==> src/rtl/kmt_pkg.sv <==
// ----------------------------------------------------------------------------
// kmt_pkg: shared types and constants of the keyed mutex table
// Request and result structs, function and status codes, controller states.
// ----------------------------------------------------------------------------
package kmt_pkg;

  typedef enum logic [1:0] {
    FN_INIT    = 2'd0,
    FN_ACQUIRE = 2'd1,
    FN_RELEASE = 2'd2,
    FN_CLEANUP = 2'd3
  } func_t;

  typedef enum logic [2:0] {
    ST_DONE      = 3'd0,
    ST_GRANTED   = 3'd1,
    ST_WAIT      = 3'd2,
    ST_RANGE     = 3'd3,
    ST_UNINIT    = 3'd4,
    ST_NOT_OWNER = 3'd5,
    ST_FULL      = 3'd6
  } status_t;

  localparam logic [15:0] NO_OWNER = 16'hFFFF;
  localparam int unsigned WAKE_CAP = 16;

  typedef struct packed {
    logic [1:0]         func;
    logic signed [31:0] lock_key;
    logic [7:0]         lock_index;
    logic [14:0]        proc_id;
    logic [3:0]         proc_slot;
  } req_t;

  typedef struct packed {
    logic [2:0] status;
    logic [3:0] lock_id;
    logic       wake_waiters;
    logic       last;
  } rsp_t;

  typedef enum logic [2:0] {
    S_IDLE,
    S_MATCH,
    S_FREE,
    S_SINGLE,
    S_CLEAN,
    S_FINAL
  } state_t;

  // Commands from the controller to the datapath.
  typedef struct packed {
    logic load;      // capture the request
    logic clr_idx;   // restart the scan index
    logic step;      // advance the scan index
    logic do_match;  // key match step at the current index
    logic do_free;   // free entry step at the current index
    logic do_single; // acquire or release
    logic do_clean;  // cleanup step at the current index
    logic do_final;  // emit the final result of an init or cleanup
  } cmd_t;

  // Status from the datapath to the controller.
  typedef struct packed {
    logic       func_init;
    logic       func_cleanup;
    logic       idx_last;  // scan index is at the last entry
    logic       hit;       // match or free entry found at the current index
  } stat_t;

endpackage

==> src/rtl/kmt_ctrl.sv <==
// ----------------------------------------------------------------------------
// kmt_ctrl: controller of the keyed mutex table
// Sequences the scans of init and cleanup and the single step operations.
// ----------------------------------------------------------------------------
module kmt_ctrl (
  input  logic           clk,
  input  logic           rst,
  input  logic           start,
  input  kmt_pkg::stat_t stat,
  output kmt_pkg::cmd_t  cmd,
  output logic           busy
);
  import kmt_pkg::*;

  state_t state, state_next;

  // State register.
  always_ff @(posedge clk) begin
    if (rst) state <= S_IDLE;
    else     state <= state_next;
  end

  // Next state and commands.
  always_comb begin
    state_next = state;
    cmd        = '0;
    busy       = (state != S_IDLE);
    unique case (state)
      S_IDLE: begin
        if (start) begin
          cmd.load    = 1'b1;
          cmd.clr_idx = 1'b1;
          state_next  = S_SINGLE;
        end
      end
      S_SINGLE: begin
        if (stat.func_init) begin
          state_next = S_MATCH;
        end else if (stat.func_cleanup) begin
          state_next = S_CLEAN;
        end else begin
          cmd.do_single = 1'b1;
          state_next    = S_IDLE;
        end
      end
      S_MATCH: begin
        cmd.do_match = 1'b1;
        if (stat.hit) begin
          state_next = S_IDLE;
        end else if (stat.idx_last) begin
          cmd.clr_idx = 1'b1;
          state_next  = S_FREE;
        end else begin
          cmd.step = 1'b1;
        end
      end
      S_FREE: begin
        cmd.do_free = 1'b1;
        if (stat.hit)          state_next = S_IDLE;
        else if (stat.idx_last) state_next = S_FINAL;
        else                    cmd.step   = 1'b1;
      end
      S_CLEAN: begin
        cmd.do_clean = 1'b1;
        if (stat.idx_last) state_next = S_FINAL;
        else               cmd.step   = 1'b1;
      end
      S_FINAL: begin
        cmd.do_final = 1'b1;
        state_next   = S_IDLE;
      end
      default: state_next = S_IDLE;
    endcase
  end

  // Scan commands are mutually exclusive.
  a_cmd_onehot: assert property (@(posedge clk) disable iff (rst)
    $onehot0({cmd.do_match, cmd.do_free, cmd.do_single, cmd.do_clean, cmd.do_final}))
    else $error("kmt_ctrl: overlapping commands");
  // A request is only loaded while idle.
  a_load_idle: assert property (@(posedge clk) disable iff (rst)
    cmd.load |-> !busy) else $error("kmt_ctrl: load while busy");
  // A free scan follows only a match scan.
  a_free_after: assert property (@(posedge clk) disable iff (rst)
    (state == S_FREE && $past(state) != S_FREE) |-> $past(state) == S_MATCH)
    else $error("kmt_ctrl: free scan out of order");

endmodule

==> src/rtl/kmt_dp.sv <==
// ----------------------------------------------------------------------------
// kmt_dp: datapath of the keyed mutex table
// Holds the lock entries and the scan index and forms the results.
// ----------------------------------------------------------------------------
module kmt_dp #(
  parameter int LOCK_COUNT = 16,
  parameter int PROC_SLOTS = 16
) (
  input  logic          clk,
  input  logic          rst,
  input  kmt_pkg::req_t req,
  input  kmt_pkg::cmd_t cmd,
  output kmt_pkg::stat_t stat,
  output kmt_pkg::rsp_t result,
  output logic          result_valid
);
  import kmt_pkg::*;

  localparam int IW = (LOCK_COUNT > 1) ? $clog2(LOCK_COUNT) : 1;

  logic [31:0] entry_key   [LOCK_COUNT];
  logic [15:0] user_bitmap [LOCK_COUNT];
  logic        held_flag   [LOCK_COUNT];
  logic [15:0] owner_pid   [LOCK_COUNT];

  req_t        r;
  logic [IW-1:0] idx;
  logic [4:0]  wake_n;
  logic [15:0] bit_mask;
  logic [IW-1:0] sel;
  logic        in_range;
  logic [15:0] cur_bm;
  logic [15:0] bm_cleared;
  logic        rel_hit;
  logic        touched;

  // Slot bit; slots beyond the bitmap name no bit.
  always_comb begin
    bit_mask = '0;
    if (32'(r.proc_slot) < 32'(PROC_SLOTS)) bit_mask[r.proc_slot] = 1'b1;
  end

  // Entry chosen by the scan or by the request index.
  assign in_range = ({24'd0, r.lock_index} < 32'(LOCK_COUNT));
  assign sel      = cmd.do_single ? r.lock_index[IW-1:0] : idx;
  assign cur_bm   = user_bitmap[sel];
  assign bm_cleared = cur_bm & ~bit_mask;
  assign rel_hit  = (cur_bm != 0) && held_flag[sel] && (owner_pid[sel] == {1'b0, r.proc_id});
  assign touched  = rel_hit || (((cur_bm & bit_mask) != 0) && (bm_cleared == 0));

  // Status toward the controller.
  always_comb begin
    stat.func_init    = (r.func == FN_INIT);
    stat.func_cleanup = (r.func == FN_CLEANUP);
    stat.idx_last     = (32'(idx) == 32'(LOCK_COUNT - 1));
    stat.hit          = cmd.do_match ? ((cur_bm != 0) && (entry_key[idx] == r.lock_key))
                                     : (cur_bm == 0);
  end

  // Request register and scan index.
  always_ff @(posedge clk) begin
    if (cmd.load) r <= req;
    if (rst || cmd.clr_idx) idx <= '0;
    else if (cmd.step)      idx <= idx + 1'b1;
    if (rst || cmd.load)    wake_n <= '0;
    else if (cmd.do_clean && touched && wake_n < 5'(WAKE_CAP)) wake_n <= wake_n + 5'd1;
  end

  // Entry updates.
  always_ff @(posedge clk) begin
    if (rst) begin
      for (int i = 0; i < LOCK_COUNT; i++) begin
        user_bitmap[i] <= '0;
        held_flag[i]   <= 1'b0;
        owner_pid[i]   <= '0;
      end
    end else if ((cmd.do_match || cmd.do_free) && stat.hit) begin
      user_bitmap[sel] <= cur_bm | bit_mask;
      if (cmd.do_free) begin
        held_flag[sel] <= 1'b0;
        owner_pid[sel] <= NO_OWNER;
      end
    end else if (cmd.do_single && in_range) begin
      if (r.func == FN_ACQUIRE) begin
        if (!held_flag[sel]) begin
          held_flag[sel] <= 1'b1;
          owner_pid[sel] <= {1'b0, r.proc_id};
        end
      end else if (cur_bm != 0 && owner_pid[sel] == {1'b0, r.proc_id}) begin
        held_flag[sel] <= 1'b0;
      end
    end else if (cmd.do_clean) begin
      // Only a released lock or one that just lost its last user drops its flag.
      if (touched) held_flag[sel] <= 1'b0;
      user_bitmap[sel] <= bm_cleared;
    end
  end

  // Keys have no reset.
  always_ff @(posedge clk) begin
    if (cmd.do_free && stat.hit) entry_key[sel] <= r.lock_key;
  end

  // Result register.
  always_ff @(posedge clk) begin
    if (rst) result_valid <= 1'b0;
    else result_valid <= ((cmd.do_match || cmd.do_free) && stat.hit) || cmd.do_single ||
                         cmd.do_final || (cmd.do_clean && touched && wake_n < 5'(WAKE_CAP));
    result.wake_waiters <= 1'b0;
    result.last         <= 1'b1;
    result.lock_id      <= 4'(sel);
    result.status       <= ST_DONE;
    if (cmd.do_final) begin
      result.lock_id <= '0;
      result.status  <= stat.func_init ? ST_FULL : ST_DONE;
    end else if (cmd.do_clean) begin
      result.wake_waiters <= 1'b1;
      result.last         <= 1'b0;
    end else if (cmd.do_single) begin
      result.lock_id <= r.lock_index[3:0];
      if (!in_range)                            result.status <= ST_RANGE;
      else if (r.func == FN_ACQUIRE)            result.status <= held_flag[sel] ? ST_WAIT
                                                                                : ST_GRANTED;
      else if (cur_bm == 0)                     result.status <= ST_UNINIT;
      else if (owner_pid[sel] != {1'b0, r.proc_id}) result.status <= ST_NOT_OWNER;
      else                                      result.wake_waiters <= 1'b1;
    end
  end

  // Wake results never exceed the cap.
  a_wake_cap: assert property (@(posedge clk) disable iff (rst)
    wake_n <= 5'(WAKE_CAP)) else $error("kmt_dp: wake count overflow");
  // A non-final result carries a wake.
  a_wake_last: assert property (@(posedge clk) disable iff (rst)
    (result_valid && !result.last) |-> result.wake_waiters)
    else $error("kmt_dp: bad wake result");
  // The request stays put while a scan runs.
  a_req_hold: assert property (@(posedge clk) disable iff (rst)
    (cmd.do_clean && $past(cmd.do_clean)) |-> $stable(r))
    else $error("kmt_dp: request changed in a scan");

endmodule

==> src/rtl/keyed_mutex_table_top.sv <==
// ----------------------------------------------------------------------------
// keyed_mutex_table_top: keyed mutex table
// Acquire and release are single steps; init scans the table for a matching key,
// then for a free entry, and cleanup scans it once, one entry per cycle.
// Results appear in the cycle after the step making them; one request at a time.
// Synchronous reset clears bitmaps, held flags and owners; keys stay undefined.
// The receiver cannot stall; each result is shown for exactly one cycle.
// ----------------------------------------------------------------------------
module keyed_mutex_table_top #(
  parameter int LOCK_COUNT = 16,
  parameter int PROC_SLOTS = 16
) (
  input  logic          clk,
  input  logic          rst,
  input  logic          start,
  input  kmt_pkg::req_t request,
  output logic          busy,
  output logic          strobe,
  output kmt_pkg::rsp_t result
);
  import kmt_pkg::*;

  cmd_t  cmd;
  stat_t stat;

  // Controller.
  kmt_ctrl u_ctrl (.clk, .rst, .start, .stat, .cmd, .busy);

  // Datapath.
  kmt_dp #(.LOCK_COUNT(LOCK_COUNT), .PROC_SLOTS(PROC_SLOTS)) u_dp (
    .clk, .rst, .req(request), .cmd, .stat, .result, .result_valid(strobe));

endmodule

==> config.mk <==
export PLATFORM = sky130hd
export DESIGN_NAME = keyed_mutex_table_top
export DESIGN_NICKNAME = d
export VERILOG_FILES = /design/src/rtl/kmt_pkg.sv /design/src/rtl/kmt_ctrl.sv /design/src/rtl/kmt_dp.sv /design/src/rtl/keyed_mutex_table_top.sv
export SDC_FILE = /design/constraint.sdc
export NUM_CORES = 1
export LEC_CHECK = 0
export BUFFER_PORTS_ARGS = -buffer_cell sky130_fd_sc_hd__buf_2
export CORE_MARGIN = 10
export CORE_UTILIZATION = 25
export CTS_CLUSTER_SIZE = 30
export DETAILED_ROUTE_END_ITERATION = 8
export SLEW_MARGIN = 40
export SYNTH_ARGS = -nofsm -noshare
export SYNTH_HDL_FRONTEND = slang
export SYNTH_SLANG_ARGS = --single-unit
==> constraint.sdc <==
create_clock -name clk -period 17.1 [get_ports clk]
set_input_delay 1.71 -clock clk [delete_from_list [all_inputs] [get_ports clk]]
set_output_delay 1.71 -clock clk [all_outputs]
set_load 0.01 [all_outputs]
[Word level (Yosys, flattened, before mapping)]
Memories as Yosys holds them, arrays and structs flattened. A register that Yosys moved wholly into a read port is not among the register bits.
Cells that the tools add are included.
Storage, ports and cells
  register bits after elaboration: 83
  memory bits (writable): 1040
  input port bits: 64
  output and inout port bits: 11
  word-level logic and storage cells: 166
  memories: 4
Memory list
  u_dp.entry_key: depth 16, width 32, read ports 1, clocked after Yosys merged registers in 1, wr ports 1, line kmt_dp.sv:21  | logic [31:0] entry_key [LOCK_COUNT];
  u_dp.owner_pid: depth 16, width 16, read ports 1, clocked after Yosys merged registers in 0, wr ports 16, line kmt_dp.sv:24  | logic [15:0] owner_pid [LOCK_COUNT];
  u_dp.user_bitmap: depth 16, width 16, read ports 1, clocked after Yosys merged registers in 0, wr ports 16, line kmt_dp.sv:22  | logic [15:0] user_bitmap [LOCK_COUNT];
  u_dp.held_flag: depth 16, width 1, read ports 1, clocked after Yosys merged registers in 0, wr ports 16, line kmt_dp.sv:23  | logic held_flag [LOCK_COUNT];
Cells by class
  $add $sub $neg: 2
  $lt $le $gt $ge: 4
  eq/ne operators: 13
  muxes and demuxes: 92
  bitwise operators: 9
  reduce and logical (&&, ||, !) cells: 29
Operator list (number)
  two-way mux 16 bit: 4
  two-way mux 1 bit: 60
  two-way mux 3 bit: 12
  AND 16 bit: 2
  == test 32 bit: 1
  logical NOT 16 bit: 2
  nonzero test 32 bit: 1
  OR reduction 16 bit: 2
  two-way mux 4 bit: 6
  == test 16 x 15 -> 1 bit: 1
  inequality test 16 x 15 -> 1 bit: 1
  NOT 16 bit: 1
  bitwise OR 16 bit: 1
  nonzero test 16 bit: 1
  case mux 3 bit (5 select lines): 1
  two-way mux 7 bit: 2
  logical AND 1 bit: 11
  less-than comparator 8 x 5 -> 1 bit (second input constant): 1
  two-way mux 8 bit: 1
  logical OR 1 bit: 7
  == test 3 x 2 -> 1 bit (second input constant): 2
  == test 3 bit (second input constant): 2
  two-way mux 2 bit: 3
  adder 5 x 1 -> 5 bit (second input constant): 1
  19 further kinds: 23

[Depth between registers and ports, before layout]
An unclocked memory read counts as a cell.
  depth in word-level cells: 19
  gate-level depth with buffers: 21
  depth with buffers taken out: 13

[Hierarchy]
From an unflattened synthesis, not the netlist that was laid out.
Unflattened totals
  cell total of the unflattened synthesis: 3254
  area, all modules: 48915.7 sq um
By module, submodules not included
  kmt_dp: times used 1, cells each 3209, area each 48609.1 sq um, seq. area each 33522.2 sq um
  kmt_ctrl: times used 1, cells each 45, area each 306.5 sq um, seq. area each 60.1 sq um

[Worst setup path before layout]
No wires, ideal clock.
  path kind: register -> register
  from: reg u_dp.r[59] (netlist name)
  to: mem u_dp.entry_key[10][0] (enable)
  setup time: 461 ps
  arrival: 5497 ps
  slack: 11142 ps
  stages on the path, launching flop included: 15
  path buffers: 5
  clock period less this slack: 5958 ps
  path through: edfxtp_1 inv_1 ha_1 and4b_1 buf_4 buf_2 buf_2 nor2_1 a2111oi_1 nand4_1 a2111oi_4 buf_2 o21ai_1 clkbuf_1 nor3_1
Between the ends
  cells in the longest elaborated chain, start to end: 12
  elaborated cells between the ends (all ways): 14
RTL lines
  from (decl): line kmt_dp.sv:26  | req_t r;
  from (signal assigned): line kmt_dp.sv:62  | if (cmd.load) r <= req;
  == test 2 bit: line kmt_dp.sv:54  | stat.func_cleanup = (r.func == FN_CLEANUP);
  two-way mux 1 bit: line kmt_ctrl.sv:39  | end else if (stat.func_cleanup) begin
  two-way mux 1 bit (*): line kmt_ctrl.sv:37  | if (stat.func_init) begin
  two-way mux 1 bit (*): line kmt_ctrl.sv:28  | unique case (state)
  two-way mux 4 bit (*): line kmt_dp.sv:45  | assign sel = cmd.do_single ? r.lock_index[IW-1:0] : idx;
  memory read (16 x 16 bit)
  nonzero test 16 bit: line kmt_dp.sv:56  | stat.hit = cmd.do_match ? ((cur_bm != 0) && (entry_key[idx] == r.lock_key))
  logical AND 1 bit: line kmt_dp.sv:56
  two-way mux 1 bit: line kmt_dp.sv:56
  logical AND 1 bit: line kmt_dp.sv:101  | if (cmd.do_free && stat.hit) entry_key[sel] <= r.lock_key;
  two-way mux 1 bit: line kmt_dp.sv:101
  two-way mux 1 bit (implied by the code): line kmt_dp.sv:101
  to (decl): line kmt_dp.sv:21
Mark *: on every way between the ends. The rest lies on a longest branch, timed or not.

==> results.toml <==
[synth]
synth_area_per_cell_um2 = 13.7
synth_edf_count = 1101
synthArstFlopShare_pct = 0
syn-instance-count = 3804
ys.flop_type = "edfxtp_1"
yosysUniqueCellTypes = 85
synth_area_mm2 = 0.0523
syn_nets = 3873
yosys_warnings = 0
ys_seq_elements = 1127
yosysSeqAreaShare_pct = 64.2

[setup_path]
path_cells = "inv_1 -> ha_1 -> and4b_4 -> buf_4 -> buf_4 -> mux2_2 -> nor2_1 -> a2111oi_0 -> o22ai_1 -> nand2_1 -> a2111oi_4 -> buf_4 -> mux2_2 -> o31ai_4 -> buf_4 -> nand2_1 -> nand2b_1"
worst_path_max_delay_cell = "nand2b_1"
worst_ep_required_time_ps = 17430
critPathMaxFanout = 52
cp_common_cell = "buf_4"
reg2regPathDepth = 17
worstPathArrival_ps = 7890
path_class = "register to register"
r2r_end = "u_dp.user_bitmap[13][9]"
crit_buf_inv = 5
critPathTopFamily = "simple AND/OR/NAND/NOR gates"
r2r-start = "u_dp.r[59]"
cp-end-kind = "register"
slowest_delay_ps = 790
cp-start-kind = "register"
r2r_slack_ps = 9540

[cells_and_area]
final_cell_area_mm2 = 0.0593
layout-drive-gt1-share_pct = 16.8
finalNonFillerCells = 6666
final_nets = 3852
fill_cells = 20800
area_delta_synth_final_pct = 13.4
final_util_pct = 28.6

[timing]
worst_slew_pin_slew_ps = 943
fin_tns_setup_ps = 0
period_minus_slack_ps = 7560
fin_ws_ps = 9540
maxClockFrequency_mhz = 132
timing.final.crit_share_pct = 44.2
fin_hold_ws_ps = 486
rsz0062_at_grt = "false"
hold_violations = 0
slew-limit-headroom_pct = 37.1
setup_viol = 0
slew_viol_final = 0
fin_worst_skew_ps = 78.1

[die]
die_y_um = 477
die-area_mm2 = 0.228
dieWidth_um = 477
ios = 75
coreArea_mm2 = 0.207
start_util_pct = 25.2
rows = 167

[drt]
num_vias = 34100
ant_nets = 0
viasPerCell = 5.11
drt_wl_total_mm = 163
drc = 0
drt_iter0_drc = 4057
wire_per_inst_um = 24.4
drt_pass1_iterations = 6

[pwr]
p_leak_nw = 19.4
peakVddDrop_uv = 101
p_total_mw = 6.61
p_per_area_mw_per_mm2 = 112

[clocking]
htreeDepth = 3
cts_buffers = 110
cts_resized = 0
clock_latency_ps = 770
cts.sinks = 1127
ctsHoldBuffers = 0
path_clk_slew_ps = 60
cts_buffer_depth = 3
cts_tree = "done"
post_cts_buffers = 0
cts_root_buf = "clkbuf_16"

[placement]
dp_hpwl_mm = 98.6
place_area_mm2 = 0.0557
place_worst_setup_slack_ps = 9640
place_congestion = 0.908
portBuffers = 74
place_inst = 6458

[global_route]
grt_max_degree = 76
grt_pass1_vias = 33200
track_usage_pct = 13.6
antenna_found_initial = 4
grt_first_pass_wirelength_mm = 235
grt_overflow_total = 0

[outcome]
status = "completed"

[min_path]
whs_path_depth = 2
holdCritStartpoint = "u_dp.wake_n[3]"
holdPathEnd = "u_dp.wake_n[3]"
hp-class = "register to register"

[flow_run]
max-cap-violations = 0
[cell usage in the layout (no fill, tap or decap), types with 53 or more instances in the layout]
| cell type | instances |
|---|---|
| mux4_2 | 175 |
| nor2_1 | 652 |
| a211oi_1 | 71 |
| a21oi_1 | 64 |
| mux2i_1 | 250 |
| nand2_1 | 207 |
| nor3_1 | 85 |
| buf_2 | 74 |
| nand3_1 | 54 |
| clkbuf_16 | 110 |
| buf_4 | 93 |
| inv_1 | 53 |
| nand2b_1 | 54 |
| edfxtp_1 | 1101 |
[cell usage after synthesis, drive strengths merged, types with 13 or more instances]
cell type | instances | area, µm²
inv | 54 | 203
nor4 | 47 | 309
nand2 | 232 | 896
dfxtp | 26 | 521
clkbuf | 125 | 485
and3 | 41 | 257
a31oi | 17 | 106
a21oi | 70 | 350
or2 | 20 | 125
and3b | 13 | 114
nand2b | 68 | 425
nor2 | 658 | 2470
o21ai | 49 | 245
a221oi | 49 | 429
mux2i | 261 | 2620
mux2 | 24 | 270
xor2 | 17 | 149
nor3b | 40 | 300
edfxtp | 1101 | 33100
a211oi | 72 | 546
nand3 | 54 | 270
a22oi | 31 | 238
nand4 | 16 | 100
a32oi | 16 | 140
nor2b | 13 | 81.3
buf | 180 | 1120
nor3 | 101 | 510
o22ai | 13 | 81.3
and2 | 20 | 125
xnor2 | 34 | 298
a2111oi | 49 | 455
mux4 | 175 | 3940
[worst register-to-register path, cell delays in order, from the launching register on]
cell       delay, ps
edfxtp_1         390
inv_1             60
ha_1             370
and4b_4          250
buf_4            640
buf_4            800
mux2_2           690
nor2_1           460
a2111oi_0        250
o22ai_1          250
nand2_1          120
a2111oi_4        330
buf_4            300
mux2_2           400
o31ai_4          160
buf_4            360
nand2_1          500
nand2b_1         800
[cell families after synthesis]
logic type | after synthesis | synth area share (%)
AO/OA/AOI/OAI | 440 | 6.20
XOR/XNOR | 51 | 0.854
adder cells (fa/ha/maj) | 5 | 0.120
buffers and inverters | 359 | 3.46
flip-flops | 1127 | 64.2
multiplexers | 460 | 13.1
AND/OR/NAND/NOR | 1362 | 12.1
[cell type report]
cell class / count / area, µm² / area share (%)
clock inverters: 65 / 627 / 1.06
multi-input cells: 2318 / 17300 / 29.2
repair buffers: 172 / 1130 / 1.90
flip-flops and latches: 1127 / 33600 / 56.7
diodes: 1 / 2.50 / 0.00422
well taps: 2788 / 3490 / 5.88
inverters: 54 / 203 / 0.342
clock buffers: 141 / 2920 / 4.92
[sequential cells by signal (all words and copies together), names as in the netlist, named ones only]
signal / cells
u_dp.wake_n: 5
u_ctrl.state: 3
u_dp.result_valid: 1
u_dp.user_bitmap: 256
u_dp.r: 61
u_dp.entry_key: 512
u_dp.owner_pid: 256
u_dp.idx: 4
u_dp.held_flag: 16
u_dp.result: 9
[how the worst max path moves through the flow]
stage,startpoint,to,slack (ps),depth (start not counted)
6_report,u_dp.r[59],u_dp.user_bitmap[13][9],9540,17
4_1_cts,u_dp.r[59],u_dp.user_bitmap[13][1],9590,17
5_1_grt,u_dp.r[59],u_dp.user_bitmap[13][13],9170,18
3_5_place_dp,u_dp.r[59],u_dp.user_bitmap[10][10],9640,17
2_1_floorplan,u_dp.r[59],u_dp.entry_key[10][0],11140,14
3_3_place_gp,u_dp.r[59],u_dp.user_bitmap[11][7],9490,17
[power breakdown]
group	switching, mW	internal [mW]	total (mW)	leakage, nW
clock network	1.10	1.32	2.42	1.71
logic	0.628	0.328	0.956	7.02
registers	0.112	3.13	3.24	10.7
total	1.84	4.78	6.61	19.4
[metal layers]
layer  GRT usage, %  wire length, µm  vias to the layer above  share of wire [%]
li1               -                -                    14500                  -
met1           18.7            67900                    17400                 42
met2           21.4            75000                     1802                 46
met3           2.12            13200                      336                8.1
met4           5.28             6380                        2                3.9
met5              0                7                        -             0.0043
Power figures use the tool's default switching activity.
